--- config.mk ---
export PLATFORM = sky130hd
export DESIGN_NAME = nvtm_front
export DESIGN_NICKNAME = d
export VERILOG_FILES = /design/src/rtl/nvtm_pkg.sv /design/src/rtl/nvtm_front.sv
export SDC_FILE = /design/constraint.sdc
export NUM_CORES = 1
export LEC_CHECK = 0
export BUFFER_PORTS_ARGS = -buffer_cell sky130_fd_sc_hd__clkbuf_2
export CORE_ASPECT_RATIO = 1.1
export CORE_MARGIN = 5
export CORE_UTILIZATION = 58
export CTS_BUF_LIST = sky130_fd_sc_hd__clkbuf_4 sky130_fd_sc_hd__clkbuf_8
export CTS_CLUSTER_SIZE = 16
export DETAILED_ROUTE_END_ITERATION = 6
export PLACE_DENSITY_LB_ADDON = 0.1
export SETUP_SLACK_MARGIN = 0.3
export SKIP_LAST_GASP = 1
export SLEW_MARGIN = 10
export SYNTH_ARGS = -nofsm -noshare
export SYNTH_HDL_FRONTEND = slang
export SYNTH_SLANG_ARGS = --single-unit
--- constraint.sdc ---
create_clock -name clk -period 6.5 [get_ports clk]
set_clock_uncertainty 0.2 [all_clocks]
set_input_delay 1.95 -clock clk [delete_from_list [all_inputs] [get_ports clk]]
set_output_delay 1.95 -clock clk [all_outputs]
set_load 0.02 [all_outputs]
--- src/rtl/nvtm_pkg.sv ---
`timescale 1ns / 1ps

package nvtm_pkg;

  // Store geometry
  localparam int MAX_POINTS = 1024;
  localparam int IDX_W      = $clog2(MAX_POINTS);
  localparam int CNT_W      = $clog2(MAX_POINTS + 1);

  // Coordinate and distance widths (signed Q11.8 points, Q.16 squared distances)
  localparam int COORD_W = 20;
  localparam int PT_W    = 3 * COORD_W;
  localparam int DIFF_W  = COORD_W + 1;
  localparam int MAG_W   = COORD_W;
  localparam int SQ_W    = 2 * MAG_W;
  localparam int DIST_W  = 42;

  // Tolerance register
  localparam int                TOL_W     = DIST_W;
  localparam logic [TOL_W-1:0] TOL_RESET = TOL_W'(655);

  // Request encoding
  localparam int                ACT_W      = 2;
  localparam logic [ACT_W-1:0] ACT_CLEAR  = 2'd0;
  localparam logic [ACT_W-1:0] ACT_APPEND = 2'd1;
  localparam int                ACT_QUERY_BIT = 1;

  // Command queue between front and back
  localparam int CQ_DEPTH = 2;
  localparam int CQ_PTR_W = $clog2(CQ_DEPTH);
  localparam int CQ_CNT_W = $clog2(CQ_DEPTH + 1);

  localparam int STATUS_W = 3;

  typedef logic signed [COORD_W-1:0] coord_t;

  typedef enum logic [1:0] {
    CMD_CLEAR,
    CMD_APPEND,
    CMD_QUERY
  } cmd_kind_t;

  typedef enum logic [STATUS_W-1:0] {
    ST_CLEARED  = 3'd0,
    ST_APPENDED = 3'd1,
    ST_FULL     = 3'd2,
    ST_MATCHED  = 3'd3,
    ST_NO_MATCH = 3'd4,
    ST_EMPTY    = 3'd5
  } status_t;

  typedef enum logic [1:0] {
    BK_IDLE,
    BK_SCAN,
    BK_DRAIN,
    BK_FINISH
  } back_state_t;

  typedef struct packed {
    cmd_kind_t kind;
    coord_t    x;
    coord_t    y;
    coord_t    z;
  } cmd_t;

  typedef struct packed {
    status_t           status;
    logic [IDX_W-1:0]  index;
    logic [DIST_W-1:0] dist_sq;
    coord_t            hx;
    coord_t            hy;
    coord_t            hz;
    logic [CNT_W-1:0]  held;
  } res_t;

endpackage

--- src/rtl/nvtm_front.sv ---
`timescale 1ns / 1ps

module nvtm_front (
  input  logic                         clk,
  input  logic                         rst,
  input  logic                         push,
  output logic                         full,
  input  logic [nvtm_pkg::ACT_W-1:0]   action,
  input  nvtm_pkg::coord_t             pos_x,
  input  nvtm_pkg::coord_t             pos_y,
  input  nvtm_pkg::coord_t             pos_z,
  output logic                         cmd_valid,
  input  logic                         cmd_pop,
  output nvtm_pkg::cmd_t               cmd
);

  import nvtm_pkg::*;

  cmd_t                slot [CQ_DEPTH];
  cmd_t                decoded;
  logic [CQ_PTR_W-1:0] wr_ptr;
  logic [CQ_PTR_W-1:0] rd_ptr;
  logic [CQ_CNT_W-1:0] fill;
  logic [CQ_CNT_W-1:0] fill_next;
  logic                accept;
  logic                take;

  // Only bit 1 picks a query, so the unused code also queries.
  always_comb begin
    decoded.x = pos_x;
    decoded.y = pos_y;
    decoded.z = pos_z;
    if (action[ACT_QUERY_BIT]) begin
      decoded.kind = CMD_QUERY;
    end else if (action == ACT_APPEND) begin
      decoded.kind = CMD_APPEND;
    end else begin
      decoded.kind = CMD_CLEAR;
    end
  end

  assign full      = (fill == CQ_CNT_W'(CQ_DEPTH));
  assign cmd_valid = (fill != '0);
  assign cmd       = slot[rd_ptr];
  assign accept    = push && !full;
  assign take      = cmd_pop && cmd_valid;

  always_comb begin
    fill_next = fill;
    if (accept && !take) begin
      fill_next = fill + CQ_CNT_W'(1);
    end else if (take && !accept) begin
      fill_next = fill - CQ_CNT_W'(1);
    end
  end

  // Pointers wrap by overflow: the queue depth is a power of two.
  always_ff @(posedge clk) begin
    if (rst) begin
      wr_ptr <= '0;
      rd_ptr <= '0;
      fill   <= '0;
    end else begin
      fill <= fill_next;
      if (accept) begin
        wr_ptr <= wr_ptr + CQ_PTR_W'(1);
      end
      if (take) begin
        rd_ptr <= rd_ptr + CQ_PTR_W'(1);
      end
    end
  end

  always_ff @(posedge clk) begin
    if (accept) begin
      slot[wr_ptr] <= decoded;
    end
  end

endmodule

==> flow_metrics.tcl, run 1 <==
set metrics [dict create \
    status "finished clean" \
    mostFrequentLayoutCell "clkbuf_2" \
    layout_common_cells "clkbuf_2 (129), edfxtp_1 (124), mux2_2 (62), clkbuf_8 (17), clkinv_4 (5)" \
    syn_area_sq_mm 0.004686 \
    worstHoldPathType "register to register" \
    initial_utilization_pct 59.22 \
    dr.first_iter.drc_count 126 \
    gp_congestion 0.7212 \
    yosysUniqueCellTypes 16 \
    worstRegToRegCells 4 \
    ys_ff_latch 129 \
    grt_pass1_wl_mm 11.94 \
    tightest_slew_ns 0.8276 \
    dp_cells 452 \
    first_pass_iters 4 \
    finalSetupTns_ns 0 \
    clockPowerShare_pct 28.9 \
    pwr_density_cell_mw_per_mm2 412.8 \
    rsz0062_at_grt "no" \
    diodes 0 \
    ctsLongestPathBuffers 2 \
    drc_errors 0 \
    post_cts_resized 0 \
    wl_per_cell_um 15.98 \
    hold_path_depth 2 \
    worstPathRequired_ns 4.35 \
    grt_max_degree 39 \
    rr_startpoint "fill[0]" \
    yosys_warnings 0 \
    min_to "wr_ptr" \
    post-route-min-period_ns 4.431 \
    numCtsBuffers 17 \
    synth.net_count 286 \
    setup_violations 0 \
    syn_inst 219 \
    min_period_over_period_pct 68.17 \
    hold_buffers 0 \
    fp.coreArea_sq_mm 0.007913 \
    hpwl_mm 5.169 \
    area_growth_pct 25.47 \
    critPathArrivalTime_ns 2.28 \
    cts_root_buf "clkbuf_8" \
    drv_slew 0 \
    path_clk_slew_ns 0.07 \
    final_hold_viol_count 0 \
    layout-drive-gt1-share_pct 60.80 \
    grt_pass1_vias 2512 \
    htree_levels 4 \
    p_int_w 0.001713 \
    die_h_um 104.3 \
    cts_tree "done" \
    combPwrFrac_pct 25.9 \
    slew_headroom_pct 44.75 \
    ir_drop_mv 0.2013 \
    numClockSinks 129 \
    rows 34 \
    power.leakage_nw 2.248 \
    insertion_delay_ns 0.41 \
    fin_nets 430 \
    die-area_sq_mm 0.009979 \
    routed_wl_mm 7.716 \
    cp_max_fo 36 \
    fmax_ghz 0.2257 \
    via_count 2428 \
    grt_overflow_total 0 \
    fin_cells 483 \
    end_kind "output port" \
    ant_nets 0 \
    startpoint_type "register" \
    max-cap-violations 0 \
    reg2reg_setup_slack_ns 4.01 \
    port-buffer-count 129 \
    die_w_um 95.70 \
    critical_path_class "register to output port" \
    cts_setup_buffers 0 \
    p_sw_share_pct 29.41 \
    pin_count 130 \
    seqPwrFrac_pct 45.1 \
    grt_usage_pct 16.49 \
    power.switching_w 0.0007138 \
    min-delay-start "wr_ptr" \
    yosysSeqAreaShare_pct 81.60 \
    syn_avg_cell_area_sq_um 21.40 \
    antenna_found_initial 0 \
    viasPerCell 5.027 \
    r2r_end "slot[0][42]" \
]
[routing by layer]
layer | part of all wire [%] | vias to the layer above | track usage, %
met4 | 0.80 | 0 | 5.894
met5 | 0 | - | 0
met3 | 9.2 | 10 | 7.236
met1 | 36 | 1167 | 17.38
met2 | 54 | 94 | 28.61
li1 | - | 1157 | -
[cells in the mapped netlist]
library cell	n	share of area, %
edfxtp_1	124	79
and2_1	1	0.13
nor2_1	4	0.32
nor2b_1	1	0.13
nor2b_2	1	0.19
a21oi_1	2	0.21
buf_2	6	0.64
o21ai_0	3	0.32
or3_1	2	0.27
dfxtp_1	5	2.1
mux2_2	62	15
or2_2	1	0.13
xor2_1	3	0.56
buf_4	1	0.16
ha_1	1	0.27
inv_1	2	0.16
[cells by family (layout without fill, tap and decap cells)]
logic type               Yosys count  after routing  synth area share, %
buffers and inverters              9            165               0.9614
AND/OR/NAND/NOR                   10             10                1.175
adder cells (fa/ha/maj)            1              1               0.2670
flip-flops                       129            129                81.60
multiplexers                      62             62                14.90
XOR/XNOR                           3              3               0.5609
AO/OA/AOI/OAI                      5              5               0.5340
[sequential cells by signal, summed over array words and instances, names as in the netlist, named ones only]
| name | flops |
|---|---|
| slot | 124 |
| rd_ptr | 1 |
| wr_ptr | 1 |
| fill | 2 |
[power groups by stage]
stage | clock (W) | combinational [W] | sequential [W]
floorplan | 0 | 0.000464 | 0.00109
global placement | 0 | 0.000635 | 0.00111
detailed placement | 0 | 0.000638 | 0.00112
CTS | 0.000718 | 0.000641 | 0.00110
global route | 0.000763 | 0.000676 | 0.00111
finish | 0.000703 | 0.000629 | 0.00109
[critical path: stages (launching register included)]
cell,delay [ns]
dfxtp_2,0.74
buf_4,0.53
mux2_2,0.40
clkbuf_2,0.16
[cell type report]
class                           instances  area (sq um)
Clock buffer                           17         234.0
Clock inverter                         14         191.4
Fill cell                             516          2033
Inverter                                2         7.507
Multi-Input combinational cell         81         818.3
Sequential cell                       129          3825
Tap cell                              108         135.1
Timing Repair Buffer                  132         668.1
[how the worst max path moves through the flow]
stage                              to  slack, ns
after floorplan            slot[1][0]       2.27
after global placement    slot[0][45]       2.40
after detailed placement  slot[0][50]       2.40
after CTS                     cmd[13]       2.01
after global routing           cmd[3]       1.92
final                         cmd[13]       2.07
[per-stage QoR]
stage / power, W / hold slack (ns) / util (%) / setup WS (ns) / cell area [sq um]
2_1_floorplan: 0.001551 / 0.2516 / - / 2.272 / 4686
3_3_place_gp: 0.001744 / 0.2742 / 68.93 / 2.404 / 5454
3_5_place_dp: 0.001753 / 0.2748 / 68.93 / 2.397 / 5454
4_1_cts: 0.002456 / 0.2934 / 74.30 / 2.009 / 5879
5_1_grt: 0.002546 / 0.3536 / 74.30 / 1.919 / 5879
6_report: 0.002427 / 0.2942 / 74.30 / 2.069 / 5879
(Power assumes the default switching activity.)
==> run 2: changes to the inputs <==
--- a/config.mk
+++ b/config.mk
@@ -5,10 +5,11 @@
 export SDC_FILE = /design/constraint.sdc
 export NUM_CORES = 1
 export LEC_CHECK = 0
+export ABC_AREA = 1
 export BUFFER_PORTS_ARGS = -buffer_cell sky130_fd_sc_hd__clkbuf_2
 export CORE_ASPECT_RATIO = 1.1
 export CORE_MARGIN = 5
-export CORE_UTILIZATION = 58
+export CORE_UTILIZATION = 49
 export CTS_BUF_LIST = sky130_fd_sc_hd__clkbuf_4 sky130_fd_sc_hd__clkbuf_8
 export CTS_CLUSTER_SIZE = 16
 export DETAILED_ROUTE_END_ITERATION = 6
==> constraint.sdc (replaced) <==
create_clock -name clk -period 3.9 [get_ports clk]
set_clock_uncertainty 0.2 [all_clocks]
set_input_delay 1.17 -clock clk [delete_from_list [all_inputs] [get_ports clk]]
set_output_delay 1.17 -clock clk [all_outputs]
set_load 0.02 [all_outputs]
==> run 2 against run 1 <==
Effect of this change: die area up 24%; wire length up 8.9%; sequential share of layout area down 3.2 points; cell count up 5.8%; sequential power up 70%; worst setup slack worse by 1.5 ns; clock power up 62%; via count up 2.0%; critical path depth unchanged; sequential cell count unchanged; critical path type unchanged; critical endpoint is now cmd[39]; largest cell class unchanged; largest power group unchanged; highest routed layer unchanged.
==> flow_metrics.tcl, run 2 <==
set metrics [dict create \
    gp_congestion 0.7143 \
    fp.coreArea_sq_mm 0.009937 \
    drv_slew 0 \
    numCtsBuffers 17 \
    insertion_delay_ns 0.41 \
    synthTopCellsByCount "edfxtp_1 (124), mux2_4 (60), inv_1 (9), nor2_1 (9), nand2_1 (7)" \
    largest_register_ff_count 124 \
    die_h_um 116.3 \
    synth-edff-count 124 \
    antenna_found_initial 0 \
    seqPwrFrac_pct 45.1 \
    die-area_sq_mm 0.01239 \
    power_w 0.004098 \
    grt_pass1_wl_mm 13.09 \
    syn_area_sq_mm 0.005030 \
    fmax_ghz 0.3030 \
    dr.first_iter.drc_count 75 \
    grt_usage_pct 14.35 \
    min_period_over_period_pct 84.64 \
    cts_root_buf "clkbuf_8" \
    critPathSlowestCell "dfxtp_4" \
    rows 38 \
    cp_max_fo 28 \
    cts_tree "done" \
    yosys_warnings 0 \
    setup_violations 0 \
    layout_common_cells "clkbuf_2 (129), edfxtp_1 (124), mux2_4 (60), clkbuf_8 (22), inv_1 (9)" \
    critPathArrivalTime_ns 1.93 \
    post_cts_resized 0 \
    ir_drop_mv 0.4510 \
    worstHoldPathType "register to register" \
    combPwrFrac_pct 27.0 \
    pre_cts_ws_ns 0.9995 \
    rsz0062_at_grt "no" \
    initial_utilization_pct 50.62 \
    timing.hold.ws_ns 0.3133 \
    ctsLongestPathBuffers 2 \
    max-cap-violations 0 \
    synth_area_leader_cell "edfxtp_1" \
    htree_levels 4 \
    critical_path_class "register to output port" \
    cts_setup_buffers 0 \
    slowest_delay_ns 0.70 \
    worst_slack_ns 0.5991 \
    final_hold_viol_count 0 \
    path_cells "buf_4 > mux2_2 > clkbuf_2" \
    grt_overflow_total 0 \
    slew_headroom_pct 63.71 \
    fin_nets 445 \
    post-route-min-period_ns 3.301 \
    tightest_slew_ns 0.5444 \
    synth.most_common_cell "edfxtp_1" \
    die_w_um 106.6 \
    synth.net_count 299 \
    clockPowerShare_pct 27.9 \
    p_sw_share_pct 28.38 \
    async_flop_share_pct 0 \
    syn_inst 232 \
    path_clk_slew_ns 0.06 \
    ys_ff_latch 129 \
    viasPerCell 4.847 \
    synth_top_area_share_pct 74.03 \
    layout-drive-gt1-share_pct 59.08 \
    yosysUniqueCellTypes 15 \
    ant_nets 0 \
    port-buffer-count 129 \
    area_growth_pct 23.11 \
    first_pass_iters 4 \
    finalSetupTns_ns 0 \
    hold_buffers 0 \
    synthFlopType "edfxtp_1" \
    power.switching_w 0.001163 \
    yosysSeqAreaShare_pct 76.02 \
    pin_count 130 \
    startpoint_type "register" \
    syn_avg_cell_area_sq_um 21.68 \
    routed_wl_mm 8.403 \
    via_count 2477 \
    ys_top_cells_by_area "edfxtp_1 (74%), mux2_4 (18%), buf_12 (2.4%), dfxtp_1 (2.0%), inv_1 (0.67%)" \
    grt_pass1_vias 2681 \
    mostFrequentLayoutCell "clkbuf_2" \
    power.leakage_nw 2.523 \
    reg_top3 "slot (124), fill (2)" \
    largest-register "slot" \
    end_kind "output port" \
    grt_max_degree 54 \
    status "finished clean" \
    diodes 0 \
    hpwl_mm 5.651 \
    p_int_w 0.002935 \
    wl_per_cell_um 16.44 \
    numClockSinks 129 \
    drc_errors 0 \
    pwr_density_cell_mw_per_mm2 661.8 \
    worstPathRequired_ns 2.53 \
]
-- run 2: changes by cell type after synthesis, sizes merged --
cell,delta
inv,+7
nand2,+7
nor2,+5
xor2,-3
nand3,+2
nor2b,-2
or3,-2
and2,-1
nand4,+1
or2,-1
-- run 2: final cells by class --
| cell class | instances | area, sq um |
|---|---|---|
| Tap cell | 120 | 150.1 |
| Multi-Input combinational cell | 87 | 1056 |
| Timing Repair Buffer | 134 | 708.2 |
| Clock inverter | 5 | 76.32 |
| Inverter | 9 | 33.78 |
| Sequential cell | 129 | 3827 |
| Clock buffer | 27 | 340.3 |
| Fill cell | 730 | 3745 |
-- run 2: stage by stage --
step	instances	utilization, %	cell area [sq um]
6_report	511	62.31	6192
2_1_floorplan	232	-	5030
5_1_grt	511	62.31	6192
4_1_cts	511	62.31	6192
3_3_place_gp	479	58.12	5776
3_5_place_dp	479	58.12	5776
-- run 2: logic make-up (layout without fill, tap and decap cells) --
logic type | after synthesis | count (layout) | synth area share [%]
flops | 129 | 129 | 76.02
mux | 62 | 62 | 18.36
simple gates | 19 | 19 | 1.518
buf+inv | 16 | 175 | 3.284
compound gates | 5 | 5 | 0.5722
fa+ha+maj | 1 | 1 | 0.2487
-- run 2: power by group through the flow --
stage | Clock [W] | Sequential, W | Combinational (W)
floorplan | 0 | 0.00184 | 0.000897
global placement | 0 | 0.00187 | 0.00112
detailed placement | 0 | 0.00188 | 0.00113
CTS | 0.00118 | 0.00185 | 0.00113
global route | 0.00124 | 0.00187 | 0.00119
finish | 0.00114 | 0.00185 | 0.00111
-- run 2: path summary, 6_finish.rpt --
path,from,end,slack (ns),cells after the start
worst min-delay path,rd_ptr,register,0.31,2
worst max register to register,fill[1],slot[0][10],2.16,4
worst min register to register,rd_ptr,register,0.31,2
worst max-delay path,register,cmd[39],0.60,3
-- run 2: per-layer routing --
metal | up-vias | global-route usage (%) | part of all wire (%)
li1 | 1185 | - | -
met4 | 0 | 6.650 | 0.87
met5 | - | 0 | 0
met1 | 1202 | 15.83 | 40
met3 | 8 | 5.528 | 7.2
met2 | 82 | 24.69 | 52
-- run 2: critical path, delay by kind of cell, from the launching register on --
kind	cells	cell delay [ns]
flip-flops	1	0.70
buffers and inverters	2	0.46
multiplexers	1	0.35
==> run 3: changes to the inputs <==
--- a/config.mk
+++ b/config.mk
@@ -9,7 +9,7 @@
 export BUFFER_PORTS_ARGS = -buffer_cell sky130_fd_sc_hd__clkbuf_2
 export CORE_ASPECT_RATIO = 1.1
 export CORE_MARGIN = 5
-export CORE_UTILIZATION = 49
+export CORE_UTILIZATION = 55
 export CTS_BUF_LIST = sky130_fd_sc_hd__clkbuf_4 sky130_fd_sc_hd__clkbuf_8
 export CTS_CLUSTER_SIZE = 16
 export DETAILED_ROUTE_END_ITERATION = 6
==> constraint.sdc (replaced) <==
create_clock -name clk -period 3.31 [get_ports clk]
set_clock_uncertainty 0.2 [all_clocks]
set_input_delay 0.993 -clock clk [delete_from_list [all_inputs] [get_ports clk]]
set_output_delay 0.993 -clock clk [all_outputs]
set_load 0.02 [all_outputs]
==> run 3 against run 2 <==
Effect of this change: core utilization is 7.1 points higher; worst hold slack worse by 0.010 ns; via count is 1.2% lower; sequential power is 16% higher; cell count is 0.78% lower; global-route usage is 1.0 points higher; largest cell class unchanged; highest routed layer unchanged.
==> flow_metrics.tcl, run 3 (synthesis gave the netlist of run 2 again) <==
set metrics [dict create \
    die_w_um 101.2 \
    cts_tree "done" \
    cts_root_buf "clkbuf_8" \
    post-route-min-period_ns 2.869 \
    register_area_sq_mm 0.003827 \
    reg2reg_setup_slack_ns 1.53 \
    status "finished clean" \
    reg_top3 "slot (124), fill (2)" \
    timing.hold.ws_ns 0.3028 \
    fin_nets 447 \
    fillers 611 \
    area_growth_pct 23.08 \
    largest_register_ff_count 124 \
    htree_levels 4 \
    grt_max_degree 35 \
    dp_cells 474 \
    layout-drive-gt1-share_pct 59.54 \
    pre_cts_ws_ns 0.7093 \
    gp_congestion 0.7238 \
    finalSetupTns_ns 0 \
    via_count 2448 \
    drv_slew 0 \
    met2_length_mm 4.252 \
    mostFrequentLayoutCell "clkbuf_2" \
    drc_errors 0 \
    post_cts_resized 0 \
    fin_cells 507 \
    die_h_um 110.3 \
    path_clk_slew_ns 0.06 \
    pwr_density_cell_mw_per_mm2 774.3 \
    port-buffer-count 129 \
    worstPathRequired_ns 2.12 \
    cp_max_fo 23 \
    worstHoldPathType "register to register" \
    power.leakage_nw 2.535 \
    rows 36 \
    m1WireLength_mm 2.990 \
    slew_headroom_pct 70.58 \
    grt_usage_pct 15.38 \
    startpoint_type "register" \
    numClockSinks 129 \
    grt_overflow_total 0 \
    ir_drop_mv 0.4417 \
    min_period_over_period_pct 86.68 \
    power_w 0.004793 \
    wl_met3_um 688 \
    hpwl_mm 5.598 \
    antenna_found_initial 0 \
    largest-register "slot" \
    pin_count 130 \
    critPathArrivalTime_ns 1.68 \
    numCtsBuffers 17 \
    layout_common_cells "clkbuf_2 (129), edfxtp_1 (124), mux2_4 (60), clkbuf_8 (20), inv_1 (9)" \
    diodes 0 \
    ant_nets 0 \
    end_kind "output port" \
    dr.first_iter.drc_count 54 \
    wl_per_cell_um 15.98 \
    critical_path_class "register to output port" \
    rsz0062_at_grt "no" \
    multiInputGateArea_sq_mm 0.001056 \
    setup_violations 0 \
    routed_wl_mm 8.100 \
    min-delay-start "rd_ptr" \
    grt_pass1_wl_mm 12.34 \
    max-cap-violations 0 \
    rr_startpoint "fill[1]" \
    grt_pass1_vias 2574 \
    fp.coreArea_sq_mm 0.008919 \
    fmax_ghz 0.3486 \
    final_hold_viol_count 0 \
    ctsLongestPathBuffers 2 \
    initial_utilization_pct 56.40 \
    die-area_sq_mm 0.01116 \
    insertion_delay_ns 0.41 \
    first_pass_iters 4 \
    viasPerCell 4.828 \
    worst_slack_ns 0.4411 \
    tightest_slew_ns 0.4412 \
    highest_layer "met4" \
]
run 3: final cells by class:
| cell class | count | share of cell area (%) |
|---|---|---|
| clock buffers | 26 | 5.174 |
| clock inverters | 6 | 1.293 |
| inverters | 9 | 0.5457 |
| multi-input cells | 87 | 17.06 |
| flip-flops and latches | 129 | 61.82 |
| well taps | 114 | 2.304 |
| repair buffers | 136 | 11.80 |
run 3: stage by stage:
step           utilization [%]  cell area, sq um
2_1_floorplan                -              5035
3_3_place_gp             64.76              5776
3_5_place_dp             64.76              5776
4_1_cts                  69.42              6191
5_1_grt                  69.42              6191
6_report                 69.42              6191
run 3: power by group:
part	total (W)	internal (W)	switching (W)
combinational	0.00134	0.000594	0.000744
clock	0.00130	0.000775	0.000529
sequential	0.00215	0.00207	0.0000851
run 3: metal layers:
metal / vias to the layer above / GRT usage (%)
li1: 1191 / -
met1: 1158 / 16.35
met2: 85 / 26.31
met3: 14 / 5.979
met4: 0 / 8.262
met5: - / 0
run 3: timing repair:
action / CTS / global route
buffers inserted: 1 / 0
hold endpoints to repair: 0 / 0
hold buffers: 0 / 0
endpoints found under the setup margin: 41 / 0
run 3: worst max-delay path, stage by stage, from the launching register on:
cell,delay [ns]
dfxtp_4,0.51
buf_12,0.25
mux2_4,0.32
clkbuf_2,0.16
run 3: final timing paths:
| check | to | depth (start not counted) |
|---|---|---|
| worst max-delay path | cmd[27] | 3 |
| worst max register to register | fill[1] | 8 |
| worst min register to register | register | 2 |
| worst min-delay path | register | 2 |
